--- config.mk ---
export PLATFORM = sky130hd
export DESIGN_NAME = metaphone_phonetic_encoder_flat
export DESIGN_NICKNAME = d
export VERILOG_FILES = /design/src/rtl/mpe_pkg.sv /design/src/rtl/mpe_in_if.sv /design/src/rtl/mpe_out_if.sv /design/src/rtl/metaphone_phonetic_encoder.sv /design/src/rtl/mpe_front.sv /design/src/rtl/mpe_queue.sv /design/src/rtl/mpe_back.sv /design/src/flat_wrapper.sv
export SDC_FILE = /design/constraint.sdc
export NUM_CORES = 1
export LEC_CHECK = 0
export ABC_AREA = 0
export BUFFER_PORTS_ARGS = -buffer_cell sky130_fd_sc_hd__buf_2
export CAP_MARGIN = 30
export CORE_MARGIN = 4
export CORE_UTILIZATION = 55
export CTS_CLUSTER_SIZE = 25
export DETAILED_ROUTE_END_ITERATION = 8
export HOLD_SLACK_MARGIN = 0.15
export PLACE_DENSITY_LB_ADDON = 0.12
export SLEW_MARGIN = 20
export SYNTH_ARGS = -nofsm -noshare
export SYNTH_HDL_FRONTEND = slang
export SYNTH_SLANG_ARGS = --single-unit
--- constraint.sdc ---
create_clock -name i_clk -period 5.98 [get_ports i_clk]
set_clock_uncertainty 0.1 [all_clocks]
set_input_delay 1.196 -clock i_clk [delete_from_list [all_inputs] [get_ports i_clk]]
set_output_delay 1.196 -clock i_clk [all_outputs]
set_load 0.02 [all_outputs]
--- src/rtl/mpe_pkg.sv ---
// ----------------------------------------------------------------------------
// mpe_pkg
// shared types, constants and the per-letter coding rules of the encoder
// ----------------------------------------------------------------------------
package mpe_pkg;

    localparam int unsigned DEF_MAX_CODE_LEN = 50;
    localparam logic [5:0]  CFG_RESET        = 6'd50;
    localparam int unsigned Q_DEPTH          = 4;
    localparam int unsigned Q_PTR_W          = $clog2(Q_DEPTH);
    localparam int unsigned WIN              = 7;
    localparam logic [3:0]  SEEN_SAT         = 4'd15;
    localparam logic [7:0]  CH_SP            = 8'h20;
    localparam logic [7:0]  CH_TH            = 8'h30;

    // one queue entry: up to two letters for the window, then maybe end of word
    typedef struct packed {
        logic       a_v;
        logic [7:0] a;
        logic       b_v;
        logic [7:0] b;
        logic       flush;
    } t_op;

    typedef struct packed {
        logic [1:0] n;
        logic [7:0] c0;
    } t_code;

    typedef enum logic [1:0] {PH_NONE, PH_HELD, PH_OPEN} t_phase;

    typedef enum logic [2:0] {
        BS_IDLE, BS_PUSH_A, BS_PUSH_B, BS_TRIM, BS_ALIGN, BS_FLUSH, BS_END
    } t_bstate;

    function automatic logic is_vowel(input logic [7:0] c);
        return (c == "A") || (c == "E") || (c == "I") || (c == "O") || (c == "U");
    endfunction

    function automatic logic is_front(input logic [7:0] c);
        return (c == "E") || (c == "I") || (c == "Y");
    endfunction

    function automatic logic is_varson(input logic [7:0] c);
        return (c == "C") || (c == "S") || (c == "P") || (c == "T") || (c == "G");
    endfunction

    function automatic t_code one(input logic [7:0] c);
        t_code r;
        r.n  = 2'd1;
        r.c0 = c;
        return r;
    endfunction

    // code for one letter; an X gives K now and S as second char
    function automatic t_code code_letter(input logic [1:0] pos, input logic [7:0] prev,
                                          input logic [7:0] cur, input logic [7:0] n1,
                                          input logic [7:0] n2, input logic [7:0] n3,
                                          input logic [2:0] rem);
        t_code r;
        logic  va;
        logic  fv;
        logic  vb;
        logic  sil;
        r.n  = 2'd0;
        r.c0 = CH_SP;
        va   = is_vowel(n1);
        fv   = is_front(n1);
        vb   = is_vowel(prev);
        sil  = 1'b0;
        if (pos == 2'd0 && is_vowel(cur)) begin
            r = one(cur);
        end else if (cur != n1) begin
            case (cur)
                "B": if (!(rem == 3'd0 && prev == "M")) r = one("B");
                "C": begin
                    if (pos > 2'd1 && prev == "S" && fv) r.n = 2'd0;
                    else if (pos > 2'd0 && n1 == "I" && n2 == "A") r = one("X");
                    else if (fv) r = one("S");
                    else if (pos > 2'd1 && prev == "S" && n1 == "H") r = one("K");
                    else if (n1 == "H")
                        r = one((pos == 2'd0 && !is_vowel(n2)) ? "K" : "X");
                    else r = one((prev == "C") ? "C" : "K");
                end
                "D": r = one((n1 == "G" && is_front(n2)) ? "J" : "T");
                "G": begin
                    if (rem >= 3'd2 && n1 == "H" && !is_vowel(n2)) sil = 1'b1;
                    if (rem == 3'd3 && n1 == "N" && n2 == "E" && n3 == "D") sil = 1'b1;
                    else if (rem == 3'd1 && n1 == "N") sil = 1'b1;
                    if (prev == "D" && fv) sil = 1'b1;
                    if (!sil) r = one((fv && prev != "G") ? "J" : "K");
                end
                "H": if (!is_varson(prev) && !(vb && !va)) r = one("H");
                "F", "J", "L", "M", "N", "R": r = one(cur);
                "K": if (prev != "C") r = one("K");
                "P": r = one((n1 == "H") ? "F" : "P");
                "Q": r = one("K");
                "S": begin
                    if (pos > 2'd1 && n1 == "I" && (n2 == "O" || n2 == "A")) r = one("X");
                    else r = one((n1 == "H") ? "X" : "S");
                end
                "T": begin
                    if (pos > 2'd1 && n1 == "I" && (n2 == "O" || n2 == "A")) r = one("X");
                    else if (n1 == "H")
                        r = one((pos > 2'd0 || is_vowel(n2)) ? CH_TH : "T");
                    else if (!(rem >= 3'd3 && n1 == "C" && n2 == "H")) r = one("T");
                end
                "V": r = one("F");
                "W", "Y": if (rem > 3'd0 && va) r = one(cur);
                "X": begin
                    r.n  = 2'd2;
                    r.c0 = "K";
                end
                "Z": r = one("S");
                default: r.n = 2'd0;
            endcase
        end
        return r;
    endfunction

endpackage

--- src/rtl/mpe_in_if.sv ---
// ----------------------------------------------------------------------------
// mpe_in_if
// byte channel into the encoder
// ----------------------------------------------------------------------------
interface mpe_in_if;
    logic       valid;
    logic       ready;
    logic [7:0] char_byte;
    logic       last_of_word;

    modport source (output valid, output char_byte, output last_of_word, input ready);
    modport sink   (input valid, input char_byte, input last_of_word, output ready);
endinterface

--- src/rtl/mpe_out_if.sv ---
// ----------------------------------------------------------------------------
// mpe_out_if
// code character channel out of the encoder
// ----------------------------------------------------------------------------
interface mpe_out_if;
    logic       valid;
    logic       ready;
    logic [7:0] code_char;
    logic       has_char;
    logic       last_of_code;

    modport source (output valid, output code_char, output has_char, output last_of_code,
                    input ready);
    modport sink   (input valid, input code_char, input has_char, input last_of_code,
                    output ready);
endinterface

--- src/rtl/metaphone_phonetic_encoder.sv ---
// ----------------------------------------------------------------------------
// metaphone_phonetic_encoder
// streaming original-metaphone encoder: bytes in, code characters out
// ----------------------------------------------------------------------------
//  channel   dir  handshake          payload
//  i_in      in   valid/ready        char_byte[7:0], last_of_word
//  o_out     out  valid/ready        code_char[7:0], has_char, last_of_code
//  i_cfg_*   in   write enable only  max_code_length[5:0]
//
//  a letter byte takes an op fetch and a window push in the back sequencer;
//  a letter coded as X adds a step for the second code character
//  the final byte adds trailing-s trim, window alignment, coding of the last
//  letters and the end transaction
//  reset is synchronous, active low; the word state and queue clear at once
//  a 4-entry queue lets the front keep taking bytes while the output stalls
// ----------------------------------------------------------------------------
module metaphone_phonetic_encoder #(
    parameter int unsigned MAX_CODE_LEN = mpe_pkg::DEF_MAX_CODE_LEN
) (
    input  logic       i_clk,
    input  logic       i_rst_n,
    mpe_in_if.sink     i_in,
    mpe_out_if.source  o_out,
    input  logic       i_cfg_we,
    input  logic [5:0] i_cfg_wdata
);
    import mpe_pkg::*;

    // code length limit register
    logic [5:0] r_max_len;

    // front to queue, queue to back
    logic q_push;
    t_op  q_in_op;
    logic q_ready;
    logic q_valid;
    t_op  q_out_op;
    logic q_pop;

    always_ff @(posedge i_clk) begin
        if (!i_rst_n) begin
            r_max_len <= CFG_RESET;
        end else if (i_cfg_we) begin
            r_max_len <= i_cfg_wdata;
        end
    end

    // front: letter filter and prefix rules, one byte per cycle while the queue has room
    mpe_front u_front (
        .i_clk     (i_clk),
        .i_rst_n   (i_rst_n),
        .i_in      (i_in),
        .i_q_ready (q_ready),
        .o_q_push  (q_push),
        .o_q_op    (q_in_op)
    );

    // decoupling queue
    mpe_queue u_queue (
        .i_clk   (i_clk),
        .i_rst_n (i_rst_n),
        .i_push  (q_push),
        .i_op    (q_in_op),
        .o_ready (q_ready),
        .o_valid (q_valid),
        .o_op    (q_out_op),
        .i_pop   (q_pop)
    );

    // back: window, context coding, flush and output register
    mpe_back #(
        .MAX_CODE_LEN (MAX_CODE_LEN)
    ) u_back (
        .i_clk      (i_clk),
        .i_rst_n    (i_rst_n),
        .i_max_len  (r_max_len),
        .i_op_valid (q_valid),
        .i_op       (q_out_op),
        .o_op_pop   (q_pop),
        .o_out      (o_out)
    );
endmodule

--- src/rtl/mpe_front.sv ---
// ----------------------------------------------------------------------------
// mpe_front
// takes bytes, keeps letters, resolves the word prefix, queues window ops
// ----------------------------------------------------------------------------
module mpe_front (
    input  logic         i_clk,
    input  logic         i_rst_n,
    mpe_in_if.sink       i_in,
    input  logic         i_q_ready,
    output logic         o_q_push,
    output mpe_pkg::t_op o_q_op
);
    import mpe_pkg::*;

    t_phase     r_phase, n_phase;
    logic [7:0] r_held, n_held;
    logic       letter;
    logic [7:0] uc;
    logic [7:0] held_now;
    logic       pair_hit;
    logic       accept;
    t_op        op;

    assign i_in.ready = i_q_ready;
    assign accept     = i_in.valid && i_q_ready;

    always_comb begin
        letter = 1'b0;
        uc     = i_in.char_byte;
        if (i_in.char_byte >= "a" && i_in.char_byte <= "z") begin
            letter = 1'b1;
            uc     = i_in.char_byte - 8'd32;
        end else if (i_in.char_byte >= "A" && i_in.char_byte <= "Z") begin
            letter = 1'b1;
        end
    end

    always_comb begin
        pair_hit = (r_held == "A" && uc == "E") || (r_held == "G" && uc == "N") ||
                   (r_held == "K" && uc == "N") || (r_held == "P" && uc == "N") ||
                   (r_held == "W" && uc == "R");
        held_now = (letter && r_phase == PH_NONE) ? uc : r_held;
        op       = '0;
        op.a     = CH_SP;
        op.b     = CH_SP;
        n_phase  = r_phase;
        n_held   = r_held;
        if (letter) begin
            unique case (r_phase)
                PH_NONE: begin
                    n_held  = uc;
                    n_phase = PH_HELD;
                end
                PH_HELD: begin
                    n_phase = PH_OPEN;
                    op.a_v  = 1'b1;
                    if (pair_hit) begin
                        op.a = uc;
                    end else if (r_held == "X") begin
                        op.a   = "S";
                        op.b_v = 1'b1;
                        op.b   = uc;
                    end else if (r_held == "W" && uc == "H") begin
                        op.a = "W";
                    end else begin
                        op.a   = r_held;
                        op.b_v = 1'b1;
                        op.b   = uc;
                    end
                end
                PH_OPEN: begin
                    op.a_v = 1'b1;
                    op.a   = uc;
                end
                default: n_phase = r_phase;
            endcase
        end
        if (i_in.last_of_word) begin
            op.flush = 1'b1;
            // a lone first letter is pushed on its own at the end
            if (n_phase == PH_HELD) begin
                op.a_v = 1'b1;
                op.a   = (held_now == "X") ? "S" : held_now;
            end
            n_phase = PH_NONE;
        end
    end

    assign o_q_push = accept && (op.a_v || op.flush);
    assign o_q_op   = op;

    always_ff @(posedge i_clk) begin
        if (!i_rst_n) begin
            r_phase <= PH_NONE;
            r_held  <= CH_SP;
        end else if (accept) begin
            r_phase <= n_phase;
            r_held  <= n_held;
        end
    end
endmodule

--- src/rtl/mpe_queue.sv ---
// ----------------------------------------------------------------------------
// mpe_queue
// short fifo of window ops between front and back
// ----------------------------------------------------------------------------
module mpe_queue (
    input  logic         i_clk,
    input  logic         i_rst_n,
    input  logic         i_push,
    input  mpe_pkg::t_op i_op,
    output logic         o_ready,
    output logic         o_valid,
    output mpe_pkg::t_op o_op,
    input  logic         i_pop
);
    import mpe_pkg::*;

    t_op                r_mem [Q_DEPTH];
    logic [Q_PTR_W-1:0] r_wp, r_rp;
    logic [Q_PTR_W:0]   r_cnt;
    logic               do_pop;

    assign o_ready = r_cnt != (Q_PTR_W+1)'(Q_DEPTH);
    assign o_valid = r_cnt != '0;
    assign o_op    = r_mem[r_rp];
    assign do_pop  = i_pop && o_valid;

    always_ff @(posedge i_clk) begin
        if (i_push) r_mem[r_wp] <= i_op;
    end

    always_ff @(posedge i_clk) begin
        if (!i_rst_n) begin
            r_wp  <= '0;
            r_rp  <= '0;
            r_cnt <= '0;
        end else begin
            if (i_push) r_wp <= r_wp + 1'b1;
            if (do_pop) r_rp <= r_rp + 1'b1;
            if (i_push && !do_pop) r_cnt <= r_cnt + 1'b1;
            else if (!i_push && do_pop) r_cnt <= r_cnt - 1'b1;
        end
    end
endmodule

--- src/rtl/mpe_back.sv ---
// ----------------------------------------------------------------------------
// mpe_back
// letter window, coding sequencer, end-of-word flush and output register
// ----------------------------------------------------------------------------
module mpe_back #(
    parameter int unsigned MAX_CODE_LEN = mpe_pkg::DEF_MAX_CODE_LEN
) (
    input  logic         i_clk,
    input  logic         i_rst_n,
    input  logic [5:0]   i_max_len,
    input  logic         i_op_valid,
    input  mpe_pkg::t_op i_op,
    output logic         o_op_pop,
    mpe_out_if.source    o_out
);
    import mpe_pkg::*;

    localparam int unsigned CNT_W = $clog2(MAX_CODE_LEN + 2);
    localparam int unsigned LIM_W = (CNT_W > 6) ? CNT_W : 6;

    t_bstate          r_state, n_state;
    t_op              r_op, n_op;
    logic [7:0]       r_win [WIN];
    logic [7:0]       n_win [WIN];
    logic [3:0]       r_seen, n_seen;
    logic [CNT_W-1:0] r_cnt, n_cnt;
    logic [2:0]       r_k, n_k;
    logic [2:0]       r_sh, n_sh;
    logic             r_xs, n_xs;
    logic             r_hold_v, n_hold_v;
    logic [7:0]       r_hold_c, n_hold_c;
    logic             r_ov;
    logic [7:0]       r_oc;
    logic             r_oh, r_ol;

    logic [7:0]       push_l;
    logic [3:0]       seen_p;
    logic [3:0]       dpos;
    logic [1:0]       pos;
    logic [2:0]       rem;
    logic             code_en, active, want, emit_ok, out_free, go;
    logic             out_load, o_has, o_last;
    logic [7:0]       o_chr, chr;
    logic [LIM_W-1:0] lim;
    logic [2:0]       pend;
    t_code            res;

    assign out_free = !r_ov || o_out.ready;
    assign go       = !r_xs;
    assign o_op_pop = (r_state == BS_IDLE) && go;

    // coding datapath: both pushes and flush steps read the same window taps
    always_comb begin
        push_l  = (r_state == BS_PUSH_B) ? r_op.b : r_op.a;
        seen_p  = (r_seen == SEEN_SAT) ? r_seen : r_seen + 4'd1;
        pend    = (r_seen > 4'd5) ? 3'd5 : r_seen[2:0];
        lim     = (LIM_W'(i_max_len) > LIM_W'(MAX_CODE_LEN))
                  ? LIM_W'(MAX_CODE_LEN) : LIM_W'(i_max_len);
        if (r_state == BS_FLUSH) begin
            rem     = r_k - 3'd1;
            dpos    = r_seen - {1'b0, r_k};
            code_en = r_k != 3'd0;
        end else begin
            rem     = 3'd4;
            dpos    = seen_p - 4'd6;
            code_en = (r_state == BS_PUSH_A || r_state == BS_PUSH_B) && seen_p >= 4'd6;
        end
        pos    = (dpos > 4'd2) ? 2'd2 : dpos[1:0];
        res    = code_letter(pos, r_win[1], r_win[2], r_win[3], r_win[4], r_win[5], rem);
        active = code_en && (LIM_W'(r_cnt) < lim);
        if (r_xs) begin
            want = 1'b1;
            chr  = "S";
        end else begin
            want = active && res.n != 2'd0;
            chr  = res.c0;
        end
        emit_ok = !want || (r_op.flush ? (!r_hold_v || out_free) : out_free);
    end

    // next state
    always_comb begin
        n_state = r_state;
        if (go) begin
            unique case (r_state)
                BS_IDLE:
                    if (i_op_valid)
                        n_state = i_op.a_v ? BS_PUSH_A : (i_op.b_v ? BS_PUSH_B : BS_TRIM);
                BS_PUSH_A:
                    if (emit_ok)
                        n_state = r_op.b_v ? BS_PUSH_B : (r_op.flush ? BS_TRIM : BS_IDLE);
                BS_PUSH_B:
                    if (emit_ok) n_state = r_op.flush ? BS_TRIM : BS_IDLE;
                BS_TRIM:  n_state = BS_ALIGN;
                BS_ALIGN: if (r_sh == 3'd0) n_state = BS_FLUSH;
                BS_FLUSH: if (r_k == 3'd0) n_state = BS_END;
                BS_END:   if (out_free) n_state = BS_IDLE;
                default:  n_state = BS_IDLE;
            endcase
        end
    end

    // output register load
    always_comb begin
        out_load = 1'b0;
        o_chr    = chr;
        o_has    = 1'b1;
        o_last   = 1'b0;
        if (go && r_state == BS_END) begin
            out_load = out_free;
            o_chr    = r_hold_v ? r_hold_c : 8'h00;
            o_has    = r_hold_v;
            o_last   = 1'b1;
        end else if (want && emit_ok && (!r_op.flush || r_hold_v)) begin
            out_load = 1'b1;
            o_chr    = r_op.flush ? r_hold_c : chr;
        end
    end

    // datapath register next values
    always_comb begin
        n_op     = r_op;
        n_win    = r_win;
        n_seen   = r_seen;
        n_cnt    = r_cnt;
        n_k      = r_k;
        n_sh     = r_sh;
        n_xs     = r_xs;
        n_hold_v = r_hold_v;
        n_hold_c = r_hold_c;
        if (want && emit_ok && r_op.flush) begin
            n_hold_v = 1'b1;
            n_hold_c = chr;
        end
        if (r_xs) begin
            if (emit_ok) n_xs = 1'b0;
        end else begin
            unique case (r_state)
                BS_IDLE: if (i_op_valid) n_op = i_op;
                BS_PUSH_A, BS_PUSH_B: begin
                    if (emit_ok) begin
                        for (int j = 0; j < WIN - 1; j++) n_win[j] = r_win[j+1];
                        n_win[WIN-1] = push_l;
                        n_seen       = seen_p;
                        if (active) begin
                            n_cnt = r_cnt + CNT_W'(res.n);
                            n_xs  = res.n == 2'd2;
                        end
                    end
                end
                BS_TRIM: begin
                    // one trailing S is dropped before the last letters are coded
                    if (pend != 3'd0 && r_win[WIN-1] == "S") begin
                        for (int j = 1; j < WIN; j++) n_win[j] = r_win[j-1];
                        n_win[0] = CH_SP;
                        n_seen   = r_seen - 4'd1;
                        n_k      = pend - 3'd1;
                        n_sh     = 3'd6 - pend;
                    end else begin
                        n_k  = pend;
                        n_sh = 3'd5 - pend;
                    end
                end
                BS_ALIGN, BS_FLUSH: begin
                    if ((r_state == BS_ALIGN && r_sh != 3'd0) ||
                        (r_state == BS_FLUSH && r_k != 3'd0 && emit_ok)) begin
                        for (int j = 0; j < WIN - 1; j++) n_win[j] = r_win[j+1];
                        n_win[WIN-1] = CH_SP;
                        if (r_state == BS_ALIGN) begin
                            n_sh = r_sh - 3'd1;
                        end else begin
                            n_k = r_k - 3'd1;
                            if (active) begin
                                n_cnt = r_cnt + CNT_W'(res.n);
                                n_xs  = res.n == 2'd2;
                            end
                        end
                    end
                end
                BS_END: begin
                    if (out_free) begin
                        for (int j = 0; j < WIN; j++) n_win[j] = CH_SP;
                        n_seen   = '0;
                        n_cnt    = '0;
                        n_hold_v = 1'b0;
                    end
                end
                default: n_op = r_op;
            endcase
        end
    end

    always_ff @(posedge i_clk) begin
        r_op     <= n_op;
        r_k      <= n_k;
        r_sh     <= n_sh;
        r_hold_c <= n_hold_c;
        if (out_load) begin
            r_oc <= o_chr;
            r_oh <= o_has;
            r_ol <= o_last;
        end
    end

    always_ff @(posedge i_clk) begin
        if (!i_rst_n) begin
            r_state  <= BS_IDLE;
            for (int j = 0; j < WIN; j++) r_win[j] <= CH_SP;
            r_seen   <= '0;
            r_cnt    <= '0;
            r_xs     <= 1'b0;
            r_hold_v <= 1'b0;
            r_ov     <= 1'b0;
        end else begin
            r_state  <= n_state;
            r_win    <= n_win;
            r_seen   <= n_seen;
            r_cnt    <= n_cnt;
            r_xs     <= n_xs;
            r_hold_v <= n_hold_v;
            if (out_load) r_ov <= 1'b1;
            else if (o_out.ready) r_ov <= 1'b0;
        end
    end

    assign o_out.valid        = r_ov;
    assign o_out.code_char    = r_oc;
    assign o_out.has_char     = r_oh;
    assign o_out.last_of_code = r_ol;
endmodule

--- src/flat_wrapper.sv ---
// flat-port wrapper written by rule: the top's interface ports become plain ports
module metaphone_phonetic_encoder_flat import mpe_pkg::*;
#(
    parameter int unsigned MAX_CODE_LEN = mpe_pkg::DEF_MAX_CODE_LEN
)
  (i_clk, i_rst_n, i_cfg_we, i_cfg_wdata, i_in_valid, i_in_char_byte, i_in_last_of_word, i_in_ready, o_out_valid, o_out_code_char, o_out_has_char, o_out_last_of_code, o_out_ready);
  mpe_in_if i_in_i ();
  mpe_out_if o_out_i ();
  input  logic i_clk;
  input  logic i_rst_n;
  input  logic i_cfg_we;
  input  logic [5:0] i_cfg_wdata;
  input wire logic [$bits(i_in_i.valid)-1:0] i_in_valid;
  input wire logic [$bits(i_in_i.char_byte)-1:0] i_in_char_byte;
  input wire logic [$bits(i_in_i.last_of_word)-1:0] i_in_last_of_word;
  output wire logic [$bits(i_in_i.ready)-1:0] i_in_ready;
  output wire logic [$bits(o_out_i.valid)-1:0] o_out_valid;
  output wire logic [$bits(o_out_i.code_char)-1:0] o_out_code_char;
  output wire logic [$bits(o_out_i.has_char)-1:0] o_out_has_char;
  output wire logic [$bits(o_out_i.last_of_code)-1:0] o_out_last_of_code;
  input wire logic [$bits(o_out_i.ready)-1:0] o_out_ready;
  assign i_in_i.valid = i_in_valid;
  assign i_in_i.char_byte = i_in_char_byte;
  assign i_in_i.last_of_word = i_in_last_of_word;
  assign i_in_ready = i_in_i.ready;
  assign o_out_valid = o_out_i.valid;
  assign o_out_code_char = o_out_i.code_char;
  assign o_out_has_char = o_out_i.has_char;
  assign o_out_last_of_code = o_out_i.last_of_code;
  assign o_out_i.ready = o_out_ready;
  metaphone_phonetic_encoder #(.MAX_CODE_LEN(MAX_CODE_LEN)) u_core (.i_clk(i_clk), .i_rst_n(i_rst_n), .i_in(i_in_i), .o_out(o_out_i), .i_cfg_we(i_cfg_we), .i_cfg_wdata(i_cfg_wdata));
endmodule
==> flow_summary.ini <==
[placement]
placed_area_sq_um = 11880
dp_cells = 1409
place_congestion = 0.9253
portBuffers = 31
dp_hpwl_um = 18500

[route]
drt_pre_antenna_iters = 5
detail-route-antenna-nets = 0
vias = 8934
detail_route.vias_per_cell = 6.132
drt_wl_total_um = 26880
drc = 0
drtIter0Drc = 697
wl_per_cell_um = 18.45

[yosys]
synth-async-reset-ratio_pct = 0
synth_nets = 1222
synth_area_sq_um = 11660
synth.largest_area_cell = edfxtp_1
synth_cell_types = 88
synth_top_area_share_pct = 30.38
netlist_instances = 1169
synth_area_leaders = edfxtp_1 (30%), dfxtp_1 (17%), nor2_1 (4.4%)
avgSynthCellArea_sq_um = 9.976
yosysWarnings = 0
ys.flop_type = edfxtp_1
synth_common_cells = nor2_1 (137), edfxtp_1 (118), dfxtp_1 (97)
yosysMostFrequentCell = nor2_1
ys_ff_latch = 215
seq_area_frac_synth_pct = 47.03
synth_edf_count = 118

[sta]
setup-tns-final_ps = 0
fmaxAchievable_ghz = 0.2178
min_period_ps = 4591
hold-worst-slack_ps = 369.7
relSlewSlack_pct = 43.48
final_max_slew_viol_count = 0
setup_viol = 0
period_share_pct = 76.77
worst_pin_slew_ps = 837.2
hold_violations = 0
rsz0062_at_grt = no

[clocking]
path_clk_slew_ps = 60
clockRootBuffer = clkbuf_16
postCtsSetupBuffers = 0
clockBufferDepth = 3
cts_hold_buf = 0
h-tree-depth = 1
ctsResizeCount = 0
cts_sinks = 215
numCtsBuffers = 24
cts_tree = done
clock_latency_ps = 530

[power_and_ir_drop]
power_density_nw_per_um2 = 431.3
ir_drop_mv = 0.2367
p_leak_nw = 4.590
finalPower_mw = 5.496

[worst_setup_path]
cp-end-kind = flip-flop
critPathArrivalTime_ps = 4870
path_class = reg2reg
timing.critical_path.cells = inv_1 > ha_1 > ha_1 > nand4b_1 > nor2_1 > a41oi_1 > nor4_1 > o311a_1 > a21oi_2 > o21ai_2 > o2111a_2 > buf_4 > and4_1 > o21ai_1
crit_required_ps = 6260
startpoint_type = flip-flop
critPathMaxStageDelay_ps = 670
cp_slowest_cell = o2111a_2
path_max_fanout = 50
cpMostUsedCell = ha_1
cp_top_family = compound AO/OA/AOI/OAI gates
critPathBufInv = 2

[layout]
multi_input_area_sq_um = 5622
drive_above_1_share_pct = 11.84
antenna_cells = 0
num-fill-cells = 1769
regArea_sq_um = 5485
layout.cells.non_filler = 1457
area_delta_synth_final_pct = 9.280
final_area_sq_um = 12740
layout.nets = 1217

[run_status]
outcome = completed

[floorplanning]
io_pins = 32
start_util_pct = 55.65
core_area_sq_um = 20960
die_w_um = 153.6
die_h_um = 153.6
num_rows = 53
die_area_sq_um = 23600

[global_route]
overflow = 0
grt_pass1_vias = 8394
grt_max_degree = 55
grt_use_total_pct = 22.36
grt_pass1_wl_um = 44080
antenna_found_initial = 0

[flow_run]
cap_violations = 0

[min_path]
hold_class = reg2reg
## report_power, final
part | internal, mW | switching [mW] | leakage, nW
clock | 0.896 | 0.589 | 0.390
sequential | 1.87 | 0.398 | 1.89
combinational | 0.755 | 0.992 | 2.31
total | 3.52 | 1.98 | 4.59
## per-layer routing
metal	share of wire, %	global-route usage (%)	vias to the layer above
met1	45	30.20	4240
met5	0	0	-
met3	4.2	2.899	60
met2	48	38.02	253
met4	3.1	6.602	0
li1	-	-	4381
## flip-flops by register name (all words and copies together), names as in the netlist, 4 cells and up, named ones only
register,cells
u_core.u_front.r_held,8
u_core.u_back.r_hold_c,8
u_core.u_back.r_seen,4
u_core.r_max_len,6
u_core.u_back.r_cnt,6
u_core.u_back.r_win,56
u_core.u_back.r_op,18
u_core.u_back.o_out.code_char,8
u_core.u_queue.r_mem,76
## layout make-up
cell class,count,share of cell area [%]
Multi-Input combinational cell,829,44.11
Tap cell,275,2.700
Clock buffer,32,5.105
Clock inverter,12,1.178
Inverter,44,1.296
Sequential cell,215,43.04
Timing Repair Buffer,50,2.572
## path summary, 6_finish.rpt
check                                             from                              endpoint  slack [ps]  cells after the start
hold / removal    u_core.u_back.r_win[48]$_SDFFE_PN0P_  u_core.u_back.r_win[48]$_SDFFE_PN0P_         370                      2
setup reg to reg        u_core.u_back.r_k[0]$_DFFE_PP_  u_core.u_back.r_win[37]$_SDFFE_PN1P_        1390                     14
setup / recovery        u_core.u_back.r_k[0]$_DFFE_PP_  u_core.u_back.r_win[37]$_SDFFE_PN1P_        1390                     14
hold reg to reg   u_core.u_back.r_win[48]$_SDFFE_PN0P_  u_core.u_back.r_win[48]$_SDFFE_PN0P_         370                      2
## cells in the final DEF (no fill, tap or decap), types with 9 or more instances in the layout
cell type    n
nor2_1     136
edfxtp_1   118
dfxtp_1     97
nand2_1     90
a21oi_1     72
a211oi_1    44
a22oi_1     44
inv_1       42
o21ai_0     32
buf_2       31
ha_1        30
nand3_1     28
clkbuf_16   24
nand2b_1    22
mux4_2      19
nor3_1      18
and2_1      16
mux2i_1     15
buf_4       15
xnor2_1     14
a22o_1      14
or3_1       13
a31oi_1     11
nor4_1      10
nand4_1     10
nor3b_1     10
nor2b_1      9
mux2_2       9
a21o_1       9
## worst min-delay path, cell delays in order (launching register included)
cell and delay [ps]:
dfxtp_1 310, nand2b_1 60, a21oi_1 50
## per-stage QoR
stage	setup slack [ps]	utilization, %
after global placement	1614	56.71
final	1389	60.82
after CTS	1447	60.53
after global routing	986.9	60.82
after detailed placement	1472	56.71
after floorplan	1591	-
## cells by family after synthesis
kind of cell	Yosys count	synth area share [%]
XOR/XNOR	20	1.502
AO/OA/AOI/OAI	319	19.23
multiplexers	43	5.826
adder cells (fa/ha/maj)	33	3.734
flip-flops	215	47.03
AND/OR/NAND/NOR	413	17.81
buffers and inverters	125	4.839
other	1	0.03215
Note: power is estimated with default switching activity, not from simulation.
